--- config.mk ---
export PLATFORM = sky130hd
export DESIGN_NAME = y4m_stream_header_parser_unit
export DESIGN_NICKNAME = d
export VERILOG_FILES = /design/src/design/y4m_pkg.sv /design/src/design/y4m_stream_header_parser_unit.sv /design/src/design/y4m_parse.sv /design/src/design/y4m_dp.sv /design/src/design/y4m_ctrl.sv
export SDC_FILE = /design/constraint.sdc
export NUM_CORES = 2
export LEC_CHECK = 0
export BUFFER_PORTS_ARGS = -buffer_cell sky130_fd_sc_hd__buf_2
export CAP_MARGIN = 20
export CORE_UTILIZATION = 58
export DETAILED_ROUTE_END_ITERATION = 16
export PLACE_DENSITY = 0.79
export RECOVER_POWER = 50
export SYNTH_ARGS = -nofsm -noshare
export SYNTH_HDL_FRONTEND = slang
export SYNTH_HIERARCHICAL = 1
export SYNTH_SLANG_ARGS = --single-unit
--- constraint.sdc ---
create_clock -name i_clk -period 12.4 [get_ports i_clk]
set_input_delay 1.24 -clock i_clk [delete_from_list [all_inputs] [get_ports i_clk]]
set_output_delay 1.24 -clock i_clk [all_outputs]
set_load 0.01 [all_outputs]
--- src/design/y4m_pkg.sv ---
// Shared types, constants and helper functions of the YUV4MPEG2 header parser.
`default_nettype none

package y4m_pkg;

    localparam int DIM_BITS     = 16;
    localparam int RATE_BITS    = 32;
    localparam int FMT_BITS     = 10;
    localparam int FB_BITS      = 34;
    localparam int PX_BITS      = 2 * DIM_BITS;
    localparam int DIV_CNT_BITS = $clog2(RATE_BITS);
    localparam int MAGIC_LEN    = 9;

    localparam logic [DIM_BITS-1:0]  DIM_MAX  = {DIM_BITS{1'b1}};
    localparam logic [RATE_BITS-1:0] RATE_MAX = {RATE_BITS{1'b1}};
    localparam logic [FMT_BITS-1:0]  FMT_MAX  = {FMT_BITS{1'b1}};

    localparam logic [7:0] CH_NL    = 8'h0A;
    localparam logic [7:0] CH_SPACE = " ";
    localparam logic [7:0] CH_COLON = ":";
    localparam logic [7:0] CH_ZERO  = "0";
    localparam logic [7:0] CH_NINE  = "9";
    localparam logic [7:0] CH_W     = "W";
    localparam logic [7:0] CH_H     = "H";
    localparam logic [7:0] CH_F     = "F";
    localparam logic [7:0] CH_I     = "I";
    localparam logic [7:0] CH_C     = "C";
    localparam logic [7:0] CH_P     = "p";
    localparam logic [7:0] CH_T     = "t";
    localparam logic [7:0] CH_B     = "b";
    localparam logic [7:0] CH_M     = "m";

    // scan mode codes
    localparam logic [2:0] MODE_NONE    = 3'd0;
    localparam logic [2:0] MODE_PROG    = 3'd1;
    localparam logic [2:0] MODE_TOP     = 3'd2;
    localparam logic [2:0] MODE_BOTTOM  = 3'd3;
    localparam logic [2:0] MODE_MIXED   = 3'd4;
    localparam logic [2:0] MODE_UNKNOWN = 3'd5;

    // chroma format codes
    localparam logic [1:0] FMT_420 = 2'd0;
    localparam logic [1:0] FMT_422 = 2'd1;
    localparam logic [1:0] FMT_444 = 2'd2;
    localparam logic [1:0] FMT_411 = 2'd3;

    // rate token progress
    localparam logic [1:0] RS_NONE  = 2'd0;
    localparam logic [1:0] RS_BEGUN = 2'd1;
    localparam logic [1:0] RS_DEN   = 2'd2;

    typedef enum logic [4:0] {
        PH_MAGIC = 5'b00001,
        PH_SEP   = 5'b00010,
        PH_GAP   = 5'b00100,
        PH_TOKEN = 5'b01000,
        PH_SKIP  = 5'b10000
    } t_phase;

    typedef enum logic [7:0] {
        TK_NONE = 8'b0000_0001,
        TK_W    = 8'b0000_0010,
        TK_H    = 8'b0000_0100,
        TK_FBEG = 8'b0000_1000,
        TK_I    = 8'b0001_0000,
        TK_C    = 8'b0010_0000,
        TK_FNUM = 8'b0100_0000,
        TK_FDEN = 8'b1000_0000
    } t_token;

    typedef enum logic [2:0] {
        ST_IDLE = 3'b001,
        ST_DIV  = 3'b010,
        ST_DONE = 3'b100
    } t_state;

    // header contents handed over when the newline is taken
    typedef struct packed {
        logic                 ok;
        logic [DIM_BITS-1:0]  width;
        logic [DIM_BITS-1:0]  height;
        logic [RATE_BITS-1:0] num;
        logic [RATE_BITS-1:0] den;
        logic                 err;
        logic                 do_div;
        logic [2:0]           mode;
        logic [1:0]           fmt;
    } t_snap;

    typedef struct packed {
        logic load;
        logic div_step;
        logic out_load;
    } t_ctrl_cmd;

    typedef struct packed {
        logic out_free;
    } t_dp_stat;

    function automatic logic [7:0] magic_char(input logic [3:0] idx);
        logic [7:0] c;
        unique case (idx)
            4'd0:    c = "Y";
            4'd1:    c = "U";
            4'd2:    c = "V";
            4'd3:    c = "4";
            4'd4:    c = "M";
            4'd5:    c = "P";
            4'd6:    c = "E";
            4'd7:    c = "G";
            4'd8:    c = "2";
            default: c = 8'h00;
        endcase
        return c;
    endfunction

    function automatic logic [DIM_BITS-1:0] dim_digit(input logic [DIM_BITS-1:0] acc,
                                                       input logic [3:0] d);
        logic [DIM_BITS+3:0] v;
        v = ({4'b0, acc} << 3) + ({4'b0, acc} << 1) + {{DIM_BITS{1'b0}}, d};
        return (v > {4'b0, DIM_MAX}) ? DIM_MAX : v[DIM_BITS-1:0];
    endfunction

    function automatic logic [RATE_BITS-1:0] rate_digit(input logic [RATE_BITS-1:0] acc,
                                                         input logic [3:0] d);
        logic [RATE_BITS+3:0] v;
        v = ({4'b0, acc} << 3) + ({4'b0, acc} << 1) + {{RATE_BITS{1'b0}}, d};
        return (v > {4'b0, RATE_MAX}) ? RATE_MAX : v[RATE_BITS-1:0];
    endfunction

    function automatic logic [FMT_BITS-1:0] fmt_digit(input logic [FMT_BITS-1:0] acc,
                                                       input logic [3:0] d);
        logic [FMT_BITS+3:0] v;
        v = ({4'b0, acc} << 3) + ({4'b0, acc} << 1) + {{FMT_BITS{1'b0}}, d};
        return (v > {4'b0, FMT_MAX}) ? FMT_MAX : v[FMT_BITS-1:0];
    endfunction

endpackage

`default_nettype wire

--- src/design/y4m_stream_header_parser_unit.sv ---
// Top level of the YUV4MPEG2 stream header parser.
// Throughput: one header byte per cycle; a newline waits only while a previous
//   header's result is still in the divider or blocked behind the output register.
// Flow: a taken newline loads the job registers, the bit-serial frame-rate division then
//   runs its 32 divider steps, and the result is handed into the output register.
// Reset: synchronous, active low; clears the parse state, the controller and o_valid.
`default_nettype none

module y4m_stream_header_parser_unit (
    input  wire logic                            i_clk,
    input  wire logic                            i_rst_n,
    // header byte channel
    input  wire logic                            i_valid,
    output logic                                 o_stall,
    input  wire logic [7:0]                      i_data_byte,
    input  wire logic                            i_start_req,
    // result channel
    output logic                                 o_valid,
    input  wire logic                            i_stall,
    output logic                                 o_header_ok,
    output logic [y4m_pkg::DIM_BITS-1:0]         o_width,
    output logic [y4m_pkg::DIM_BITS-1:0]         o_height,
    output logic [y4m_pkg::RATE_BITS-1:0]        o_fps,
    output logic                                 o_rate_error,
    output logic [2:0]                           o_scan_mode,
    output logic [1:0]                           o_chroma_format,
    output logic [y4m_pkg::FB_BITS-1:0]          o_frame_bytes
);
    import y4m_pkg::*;

    logic      is_nl;
    logic      accept;
    logic      launch;
    logic      ctrl_idle;
    t_snap     snap;
    t_ctrl_cmd cmd;
    t_dp_stat  stat;

    // Ordinary bytes always go straight into the tokeniser. A newline hands the
    // whole header over to the result datapath, so hold it back until the
    // controller is free to take a new job.
    assign is_nl   = (i_data_byte == CH_NL);
    assign o_stall = is_nl && !ctrl_idle;
    assign accept  = i_valid && !o_stall;
    assign launch  = accept && is_nl;

    // Tokeniser: the parse state advances on every accepted item and drops back
    // to its reset state after a newline.
    y4m_parse u_parse (
        .i_clk       (i_clk),
        .i_rst_n     (i_rst_n),
        .i_accept    (accept),
        .i_data_byte (i_data_byte),
        .i_start_req (i_start_req),
        .o_snap      (snap)
    );

    // Controller: load the job, run the divider, then hand the result over.
    y4m_ctrl u_ctrl (
        .i_clk    (i_clk),
        .i_rst_n  (i_rst_n),
        .i_launch (launch),
        .i_stat   (stat),
        .o_cmd    (cmd),
        .o_idle   (ctrl_idle)
    );

    // Datapath: the job registers free the tokeniser for the next header at once.
    y4m_dp u_dp (
        .i_clk           (i_clk),
        .i_rst_n         (i_rst_n),
        .i_snap          (snap),
        .i_cmd           (cmd),
        .o_stat          (stat),
        .o_valid         (o_valid),
        .i_stall         (i_stall),
        .o_header_ok     (o_header_ok),
        .o_width         (o_width),
        .o_height        (o_height),
        .o_fps           (o_fps),
        .o_rate_error    (o_rate_error),
        .o_scan_mode     (o_scan_mode),
        .o_chroma_format (o_chroma_format),
        .o_frame_bytes   (o_frame_bytes)
    );

    a_nl_only_idle: assert property (@(posedge i_clk) disable iff (!i_rst_n)
        launch |-> ctrl_idle)
        else $error("newline taken while a job is running");

    a_plain_flow: assert property (@(posedge i_clk) disable iff (!i_rst_n)
        !is_nl |-> !o_stall)
        else $error("ordinary byte held back");

    a_launch_load: assert property (@(posedge i_clk) disable iff (!i_rst_n)
        launch |-> cmd.load)
        else $error("accepted newline did not start a job");

endmodule

`default_nettype wire

--- src/design/y4m_parse.sv ---
// Byte-level header tokeniser: magic check, token split and decimal accumulators.
`default_nettype none

module y4m_parse (
    input  wire logic           i_clk,
    input  wire logic           i_rst_n,
    input  wire logic           i_accept,
    input  wire logic [7:0]     i_data_byte,
    input  wire logic           i_start_req,
    output y4m_pkg::t_snap      o_snap
);
    import y4m_pkg::*;

    t_phase                r_phase, n_phase, c_phase;
    logic [3:0]            r_midx,  n_midx,  c_midx;
    logic                  r_good,  n_good,  c_good;
    t_token                r_kind,  n_kind,  c_kind;
    logic [DIM_BITS-1:0]   r_w,     n_w,     c_w;
    logic [DIM_BITS-1:0]   r_h,     n_h,     c_h;
    logic [RATE_BITS-1:0]  r_num,   n_num,   c_num;
    logic [RATE_BITS-1:0]  r_den,   n_den,   c_den;
    logic [1:0]            r_rs,    n_rs,    c_rs;
    logic [2:0]            r_mode,  n_mode,  c_mode;
    logic [FMT_BITS-1:0]   r_fnum,  n_fnum,  c_fnum;
    logic [1:0]            r_fmt,   n_fmt,   c_fmt;

    logic                  is_digit;
    logic [3:0]            digit;
    logic                  fmt_hit;
    logic [1:0]            fmt_code;
    logic                  commit_ok;
    logic                  magic_match;

    // start request: work from the reset state
    always_comb begin
        if (i_start_req) begin
            c_phase = PH_MAGIC; c_midx = '0;  c_good = 1'b1; c_kind = TK_NONE;
            c_w     = '0;       c_h    = '0;  c_num  = '0;   c_den  = '0;
            c_rs    = RS_NONE;  c_mode = MODE_NONE; c_fnum = '0; c_fmt = FMT_420;
        end else begin
            c_phase = r_phase;  c_midx = r_midx; c_good = r_good; c_kind = r_kind;
            c_w     = r_w;      c_h    = r_h;    c_num  = r_num;  c_den  = r_den;
            c_rs    = r_rs;     c_mode = r_mode; c_fnum = r_fnum; c_fmt  = r_fmt;
        end
    end

    assign is_digit    = (i_data_byte >= CH_ZERO) && (i_data_byte <= CH_NINE);
    assign digit       = 4'(i_data_byte - CH_ZERO);
    assign magic_match = (i_data_byte == magic_char(c_midx));

    always_comb begin
        fmt_hit  = 1'b1;
        fmt_code = FMT_420;
        unique case (c_fnum)
            FMT_BITS'(420): fmt_code = FMT_420;
            FMT_BITS'(422): fmt_code = FMT_422;
            FMT_BITS'(444): fmt_code = FMT_444;
            FMT_BITS'(411): fmt_code = FMT_411;
            default:        fmt_hit  = 1'b0;
        endcase
    end

    // a C token in progress ends here: take its value if it names a format
    assign commit_ok = (c_kind == TK_C) && fmt_hit;

    always_comb begin
        n_phase = c_phase; n_midx = c_midx; n_good = c_good; n_kind = c_kind;
        n_w     = c_w;     n_h    = c_h;    n_num  = c_num;  n_den  = c_den;
        n_rs    = c_rs;    n_mode = c_mode; n_fnum = c_fnum; n_fmt  = c_fmt;
        if (i_data_byte == CH_NL) begin
            n_phase = PH_MAGIC; n_midx = '0;  n_good = 1'b1; n_kind = TK_NONE;
            n_w     = '0;       n_h    = '0;  n_num  = '0;   n_den  = '0;
            n_rs    = RS_NONE;  n_mode = MODE_NONE; n_fnum = '0; n_fmt = FMT_420;
        end else begin
            unique case (c_phase)
                PH_MAGIC: begin
                    n_good = c_good & magic_match;
                    n_midx = c_midx + 4'd1;
                    if (c_midx == 4'(MAGIC_LEN - 1)) begin
                        n_phase = (c_good & magic_match) ? PH_SEP : PH_SKIP;
                    end
                end
                PH_SEP: begin
                    n_phase = PH_GAP;
                end
                PH_GAP: begin
                    if (i_data_byte != CH_SPACE) begin
                        n_phase = PH_TOKEN;
                        unique case (i_data_byte)
                            CH_W: begin n_w = '0; n_kind = TK_W; end
                            CH_H: begin n_h = '0; n_kind = TK_H; end
                            CH_F: begin
                                n_num = '0; n_den = '0; n_rs = RS_BEGUN; n_kind = TK_FBEG;
                            end
                            CH_I: begin n_mode = MODE_UNKNOWN; n_kind = TK_I; end
                            CH_C: begin n_fnum = '0; n_kind = TK_C; end
                            default: n_kind = TK_NONE;
                        endcase
                    end
                end
                PH_TOKEN: begin
                    if (i_data_byte == CH_SPACE) begin
                        if (commit_ok) n_fmt = fmt_code;
                        n_kind  = TK_NONE;
                        n_phase = PH_GAP;
                    end else begin
                        unique case (c_kind)
                            TK_W: begin
                                if (is_digit) n_w = dim_digit(c_w, digit);
                                else          n_kind = TK_NONE;
                            end
                            TK_H: begin
                                if (is_digit) n_h = dim_digit(c_h, digit);
                                else          n_kind = TK_NONE;
                            end
                            TK_FBEG: begin
                                if (is_digit) begin
                                    n_num  = {{(RATE_BITS-4){1'b0}}, digit};
                                    n_kind = TK_FNUM;
                                end else begin
                                    n_kind = TK_NONE;
                                end
                            end
                            TK_FNUM: begin
                                if (is_digit)                      n_num  = rate_digit(c_num, digit);
                                else if (i_data_byte == CH_COLON)  n_kind = TK_FDEN;
                                else                               n_kind = TK_NONE;
                            end
                            TK_FDEN: begin
                                if (is_digit) begin
                                    n_den = rate_digit(c_den, digit);
                                    n_rs  = RS_DEN;
                                end else begin
                                    n_kind = TK_NONE;
                                end
                            end
                            TK_I: begin
                                unique case (i_data_byte)
                                    CH_P:    n_mode = MODE_PROG;
                                    CH_T:    n_mode = MODE_TOP;
                                    CH_B:    n_mode = MODE_BOTTOM;
                                    CH_M:    n_mode = MODE_MIXED;
                                    default: n_mode = MODE_UNKNOWN;
                                endcase
                                n_kind = TK_NONE;
                            end
                            TK_C: begin
                                if (is_digit) begin
                                    n_fnum = fmt_digit(c_fnum, digit);
                                end else begin
                                    if (commit_ok) n_fmt = fmt_code;
                                    n_kind = TK_NONE;
                                end
                            end
                            TK_NONE: begin
                            end
                            default: begin
                            end
                        endcase
                    end
                end
                PH_SKIP: begin
                end
                default: begin
                end
            endcase
        end
    end

    always_ff @(posedge i_clk) begin
        if (!i_rst_n) begin
            r_phase <= PH_MAGIC; r_midx <= '0;  r_good <= 1'b1; r_kind <= TK_NONE;
            r_w     <= '0;       r_h    <= '0;  r_num  <= '0;   r_den  <= '0;
            r_rs    <= RS_NONE;  r_mode <= MODE_NONE; r_fnum <= '0; r_fmt <= FMT_420;
        end else if (i_accept) begin
            r_phase <= n_phase; r_midx <= n_midx; r_good <= n_good; r_kind <= n_kind;
            r_w     <= n_w;     r_h    <= n_h;    r_num  <= n_num;  r_den  <= n_den;
            r_rs    <= n_rs;    r_mode <= n_mode; r_fnum <= n_fnum; r_fmt  <= n_fmt;
        end
    end

    // header contents as seen by a newline arriving now
    always_comb begin
        o_snap.ok     = (c_phase != PH_MAGIC) && (c_phase != PH_SKIP) && c_good;
        o_snap.width  = c_w;
        o_snap.height = c_h;
        o_snap.num    = c_num;
        o_snap.den    = c_den;
        o_snap.err    = (c_rs == RS_BEGUN) || ((c_rs == RS_DEN) && (c_den == '0));
        o_snap.do_div = (c_rs == RS_DEN) && (c_den != '0);
        o_snap.mode   = c_mode;
        o_snap.fmt    = ((c_phase == PH_TOKEN) && commit_ok) ? fmt_code : c_fmt;
    end

endmodule

`default_nettype wire

--- src/design/y4m_dp.sv ---
// Result datapath: job registers, bit-serial divider, frame size and output register.
`default_nettype none

module y4m_dp (
    input  wire logic                            i_clk,
    input  wire logic                            i_rst_n,
    input  wire y4m_pkg::t_snap                  i_snap,
    input  wire y4m_pkg::t_ctrl_cmd              i_cmd,
    output y4m_pkg::t_dp_stat                    o_stat,
    output logic                                 o_valid,
    input  wire logic                            i_stall,
    output logic                                 o_header_ok,
    output logic [y4m_pkg::DIM_BITS-1:0]         o_width,
    output logic [y4m_pkg::DIM_BITS-1:0]         o_height,
    output logic [y4m_pkg::RATE_BITS-1:0]        o_fps,
    output logic                                 o_rate_error,
    output logic [2:0]                           o_scan_mode,
    output logic [1:0]                           o_chroma_format,
    output logic [y4m_pkg::FB_BITS-1:0]          o_frame_bytes
);
    import y4m_pkg::*;

    logic                  r_ok, r_err, r_do_div;
    logic [DIM_BITS-1:0]   r_w, r_h;
    logic [RATE_BITS-1:0]  r_den;
    logic [RATE_BITS-1:0]  r_q;
    logic [RATE_BITS-1:0]  r_rem;
    logic [2:0]            r_mode;
    logic [1:0]            r_fmt;
    logic [PX_BITS-1:0]    r_px;
    logic                  r_out_valid, n_out_valid;

    logic [RATE_BITS:0]    rem_sh;
    logic [RATE_BITS:0]    rem_sub;
    logic [FB_BITS-1:0]    px3;
    logic [FB_BITS-1:0]    fb;

    // restoring division, one quotient bit per step
    assign rem_sh  = {r_rem, r_q[RATE_BITS-1]};
    assign rem_sub = rem_sh - {1'b0, r_den};

    always_ff @(posedge i_clk) begin
        if (i_cmd.load) begin
            r_ok     <= i_snap.ok;
            r_w      <= i_snap.width;
            r_h      <= i_snap.height;
            r_den    <= i_snap.den;
            r_err    <= i_snap.err;
            r_do_div <= i_snap.do_div;
            r_mode   <= i_snap.mode;
            r_fmt    <= i_snap.fmt;
            r_q      <= i_snap.num;
            r_rem    <= '0;
            r_px     <= PX_BITS'(i_snap.width) * PX_BITS'(i_snap.height);
        end else if (i_cmd.div_step) begin
            if (!rem_sub[RATE_BITS]) begin
                r_rem <= rem_sub[RATE_BITS-1:0];
                r_q   <= {r_q[RATE_BITS-2:0], 1'b1};
            end else begin
                r_rem <= rem_sh[RATE_BITS-1:0];
                r_q   <= {r_q[RATE_BITS-2:0], 1'b0};
            end
        end
    end

    assign px3 = FB_BITS'(r_px) + (FB_BITS'(r_px) << 1);

    always_comb begin
        unique case (r_fmt)
            FMT_422: fb = FB_BITS'(r_px) << 1;
            FMT_444: fb = px3;
            FMT_420: fb = px3 >> 1;
            FMT_411: fb = px3 >> 1;
            default: fb = px3 >> 1;
        endcase
    end

    always_ff @(posedge i_clk) begin
        if (i_cmd.out_load) begin
            o_header_ok     <= r_ok;
            o_width         <= r_w;
            o_height        <= r_h;
            o_fps           <= r_do_div ? r_q : '0;
            o_rate_error    <= r_err;
            o_scan_mode     <= r_mode;
            o_chroma_format <= r_fmt;
            o_frame_bytes   <= fb;
        end
    end

    always_comb begin
        n_out_valid = r_out_valid;
        if (i_cmd.out_load)          n_out_valid = 1'b1;
        else if (r_out_valid && !i_stall) n_out_valid = 1'b0;
    end

    always_ff @(posedge i_clk) begin
        if (!i_rst_n) r_out_valid <= 1'b0;
        else          r_out_valid <= n_out_valid;
    end

    assign o_valid         = r_out_valid;
    assign o_stat.out_free = !r_out_valid || !i_stall;

    a_load_free: assert property (@(posedge i_clk) disable iff (!i_rst_n)
        i_cmd.out_load |-> (!r_out_valid || !i_stall))
        else $error("result loaded over an untaken item");

    a_err_rate: assert property (@(posedge i_clk) disable iff (!i_rst_n)
        o_valid |-> !(o_rate_error && (o_fps != '0)))
        else $error("frame rate given with a rate error");

    a_bad_hdr: assert property (@(posedge i_clk) disable iff (!i_rst_n)
        (o_valid && !o_header_ok) |-> ((o_width == '0) && (o_height == '0)
                                       && (o_frame_bytes == '0)))
        else $error("fields parsed from a rejected header");

    a_no_cmd_clash: assert property (@(posedge i_clk) disable iff (!i_rst_n)
        !(i_cmd.load && i_cmd.div_step))
        else $error("load and divide step together");

endmodule

`default_nettype wire

--- src/design/y4m_ctrl.sv ---
// Job controller: sequences load, divide steps and result hand-off.
`default_nettype none

module y4m_ctrl (
    input  wire logic                i_clk,
    input  wire logic                i_rst_n,
    input  wire logic                i_launch,
    input  wire y4m_pkg::t_dp_stat   i_stat,
    output y4m_pkg::t_ctrl_cmd       o_cmd,
    output logic                     o_idle
);
    import y4m_pkg::*;

    t_state                  r_state, n_state;
    logic [DIV_CNT_BITS-1:0] r_cnt,   n_cnt;

    always_comb begin
        n_state        = r_state;
        n_cnt          = r_cnt;
        o_cmd.load     = 1'b0;
        o_cmd.div_step = 1'b0;
        o_cmd.out_load = 1'b0;
        unique case (r_state)
            ST_IDLE: begin
                if (i_launch) begin
                    o_cmd.load = 1'b1;
                    n_cnt      = '0;
                    n_state    = ST_DIV;
                end
            end
            ST_DIV: begin
                o_cmd.div_step = 1'b1;
                n_cnt          = r_cnt + 1'b1;
                if (r_cnt == DIV_CNT_BITS'(RATE_BITS - 1)) n_state = ST_DONE;
            end
            ST_DONE: begin
                if (i_stat.out_free) begin
                    o_cmd.out_load = 1'b1;
                    n_state        = ST_IDLE;
                end
            end
            default: n_state = ST_IDLE;
        endcase
    end

    always_ff @(posedge i_clk) begin
        if (!i_rst_n) begin
            r_state <= ST_IDLE;
            r_cnt   <= '0;
        end else begin
            r_state <= n_state;
            r_cnt   <= n_cnt;
        end
    end

    assign o_idle = (r_state == ST_IDLE);

    a_onehot: assert property (@(posedge i_clk) disable iff (!i_rst_n)
        $onehot(r_state))
        else $error("controller state not one-hot");

    a_launch: assert property (@(posedge i_clk) disable iff (!i_rst_n)
        (o_cmd.load) |=> (r_state == ST_DIV) && (r_cnt == '0))
        else $error("job load did not start the divider");

    a_div_len: assert property (@(posedge i_clk) disable iff (!i_rst_n)
        ((r_state == ST_DIV) && (r_cnt != DIV_CNT_BITS'(RATE_BITS - 1)))
        |=> (r_state == ST_DIV))
        else $error("divider left early");

endmodule

`default_nettype wire

==> results.md <==
* Crit-path slowest cell: clkbuf_1
* Hold_buf cts at 0
* Clock Path Buffers at 3
* Crit-path most repeated cell: buf_4
* Post-synth ARST share at 0
* Startpoint types: primary input
* RSZ-0062 raised after global routing: false
* Synth top area cells: edfxtp_1 (19%), ha_1 (13%), fa_1 (11%), dfxtp_1 (9.2%), nand2_1 (4.7%)
* Reg clk slew, reported paths at 0.06 ns
* TNS Setup at 0 ns
* Via count at 31,320
* # resized after CTS at 0
* VDD IR max at 0.0001163 V
* Critical path class: in2reg
* Wirelength, routed at 95.88 mm
* Final worst-path setup slack at 3.586 ns
* Share of the synthesized area in the top cell type at 0.1939
* Most common cell after layout, fill and taps aside: nand2_1
* WP data arrival at 9.27 ns
* Max incr delay on CP at 1.91 ns
* Htree depth at 2
* Synth Instances at 4,184
* Post-DRT Antenna Nets at 0
* Power Density at 76.82 mW/mm^2
* Number of max-cap violations at 4
* Hold Vio Cnt, Final at 0
* Slew headroom at -1.270
* Mean routed wirelength per cell at 18.72 microns
* Crit path capture type: flop
* Vias in the first global route at 30,539
* Crit-path max FO at 85
* Highest clock rate at 113.5 MHz
* Grt ovf at 0
* DRT iter0 DRCs at 2,625
* HPWL after DPL at 68.61 mm
* RePlAce Congestion at 0.9541
* Netlist cell types at 103
* Setup WS pre-CTS at 3.797 ns
* Final cell count without fillers at 5,122
* Syn. warnings at 6
* Most frequent cells in the layout: nand2_1 (471), ha_1 (385), inv_1 (350), a21oi_1 (305), nor2_1 (247)
* Worst-Margin Slew at 3.404 ns
* Inst Count DP at 5,033
* CTS tree: done
* Die height at 255.7 microns
* CP Cell Sequence: buf_4, clkbuf_1, clkinv_1, buf_4, nand2_1, inv_1, xor2_1, ha_1, a21o_1, ha_1, a21o_1, o2bb2ai_1, o211ai_1, a2111oi_2, o21ai_0, o2bb2ai_1, nand3_1, buf_4, o311ai_0, a211oi_1
* Failing checks: max-capacitance violations, max-slew violations
* Tmin final at 8.814 ns
* Initial Util at 0.5897
* Final-stage net count at 4,841
* Clock sinks at 413
* Num CTS Buffers at 48
* Die width at 255.7 microns
* Number of synthesized flops with an enable pin at 241
* Sequential fraction of the synthesis area at 0.2861
* Core Region at 0.06331 sq mm
* Antenna violations before repair at 1
* Status: finished with violations
* Leakage power at 17.26 nW
* Largest net degree at the start of global routing at 86
* Vias per cell at 6.115
* Total Routing Usage GR at 0.2886
* Layout Utilization at 0.6338
* Final period util at 0.7108
* Net count after synthesis at 4,788
* Fillcell total at 5,268
* Share of layout cells above drive strength 1 at 0.04772
* First-pass GRT wire length at 155.6 mm
* Worst-Skew Late Latency at 0.62 ns
* Number of I/O pins at 120
* Drt first pass iters at 6
* Die area at 0.06539 sq mm
* Area growth syn-to-layout at 7.491%
* Main synth FF type: edfxtp_1
* Required time of the critical path at 12.86 ns
* Final Max Slew Viols at 196
* Final Skew at 0.02647 ns
* Drc violations at 0
* Synth Register Bits at 413
* Syn avg cell area at 8.923 sq um
* Leading area contributor after synthesis: edfxtp_1
* Clk root buf: clkbuf_16
* # port buffers at 119
* Finish-stage setup viols at 0
* Postcts setup bufs at 0
* Hold WC Path Type: reg2reg
* Mapped Area at 0.03733 sq mm
* # rows at 92
[state kept, by name, indices dropped and copies added (netlist names), 32 cells and up]
| name | count |
|---|---|
| u_dp/o_frame_bytes | 34 |
| u_dp/o_fps | 32 |
| u_dp/r_den | 32 |
| u_dp/r_px | 32 |
| u_dp/r_q | 32 |
| u_dp/r_rem | 32 |
| u_parse/r_den | 32 |
| u_parse/r_num | 32 |
[through the flow]
stage | power [mW] | hold slack (ns) | instance area (sq um)
after floorplan | 1.590 | 0.4003 | 37340
after global placement | 1.626 | 0.4031 | 38790
after detailed placement | 1.629 | 0.4052 | 38790
after CTS | 3.106 | 0.4183 | 40420
after global routing | 3.168 | 0.4220 | 40130
final | 3.083 | 0.4148 | 40130
[power by group]
group	switching, mW	internal, mW
Sequential	0.00664	1.44
Clock	0.622	0.857
Combinational	0.104	0.0506
Total	0.733	2.35
[cells in the mapped netlist (37+ instances only)]
cell,count
a211oi_1,43
a21o_1,64
a21oi_1,306
a22oi_1,38
a31oi_1,44
and2_1,163
clkbuf_1,146
dfxtp_1,172
edfxtp_1,241
fa_1,205
ha_1,386
inv_1,352
nand2_1,471
nand3_1,69
nor2_1,250
nor2b_1,132
nor3_1,69
o211ai_1,37
o21a_1,37
o21ai_0,225
o221ai_1,50
xnor2_1,105
xor2_1,64
[kinds of logic (layout without fill, tap and decap cells)]
logic type,after synthesis,in the layout,synth area share
muxes,40,40,0.01180
and+or+nand+nor,1356,1356,0.1789
buffers and inverters,539,630,0.05644
AOI/OAI and AO/OA,1075,1075,0.1874
DFF,413,413,0.2861
xor gates and xnor gates,170,170,0.04008
other,0,1,0
adders and majority gates,591,591,0.2393
[routing by layer]
layer | track usage | wire (microns)
met1 | 0.3762 | 41260
met4 | 0.1045 | 3245
met2 | 0.4878 | 45100
met5 | 0 | 0
met3 | 0.04110 | 6273
[critical path, delay by kind of cell]
family	cells	cell delay (ns)
buffers and inverters	6	4.53
adders and majority gates	2	0.53
and+or+nand+nor	2	0.41
xor gates and xnor gates	1	0.16
AOI/OAI and AO/OA	9	2.32
[final cells by class]
cell class / count / area, sq um / area share
diodes: 1 / 2.502 / 0.00006236
clock buffers: 58 / 1301 / 0.03243
clock inverters: 30 / 319.1 / 0.007951
inverters: 355 / 1339 / 0.03336
multi-input cells: 3232 / 24590 / 0.6128
flip-flops and latches: 413 / 10680 / 0.2661
well taps: 846 / 1059 / 0.02638
repair buffers: 187 / 838.3 / 0.02089
[final timing paths]
kind | start | cells after the start | end | slack [ns]
worst max-delay path | i_start_req | 20 | u_parse/r_num[20] | 3.59
worst min-delay path | u_dp/r_ok | 0 | u_dp/o_header_ok | 0.41
worst max register to register | u_parse/r_w[10] | 23 | u_dp/r_px[29] | 4.89
worst min register to register | u_dp/r_ok | 0 | u_dp/o_header_ok | 0.41
No activity file was read; power rests on OpenSTA's default activity.
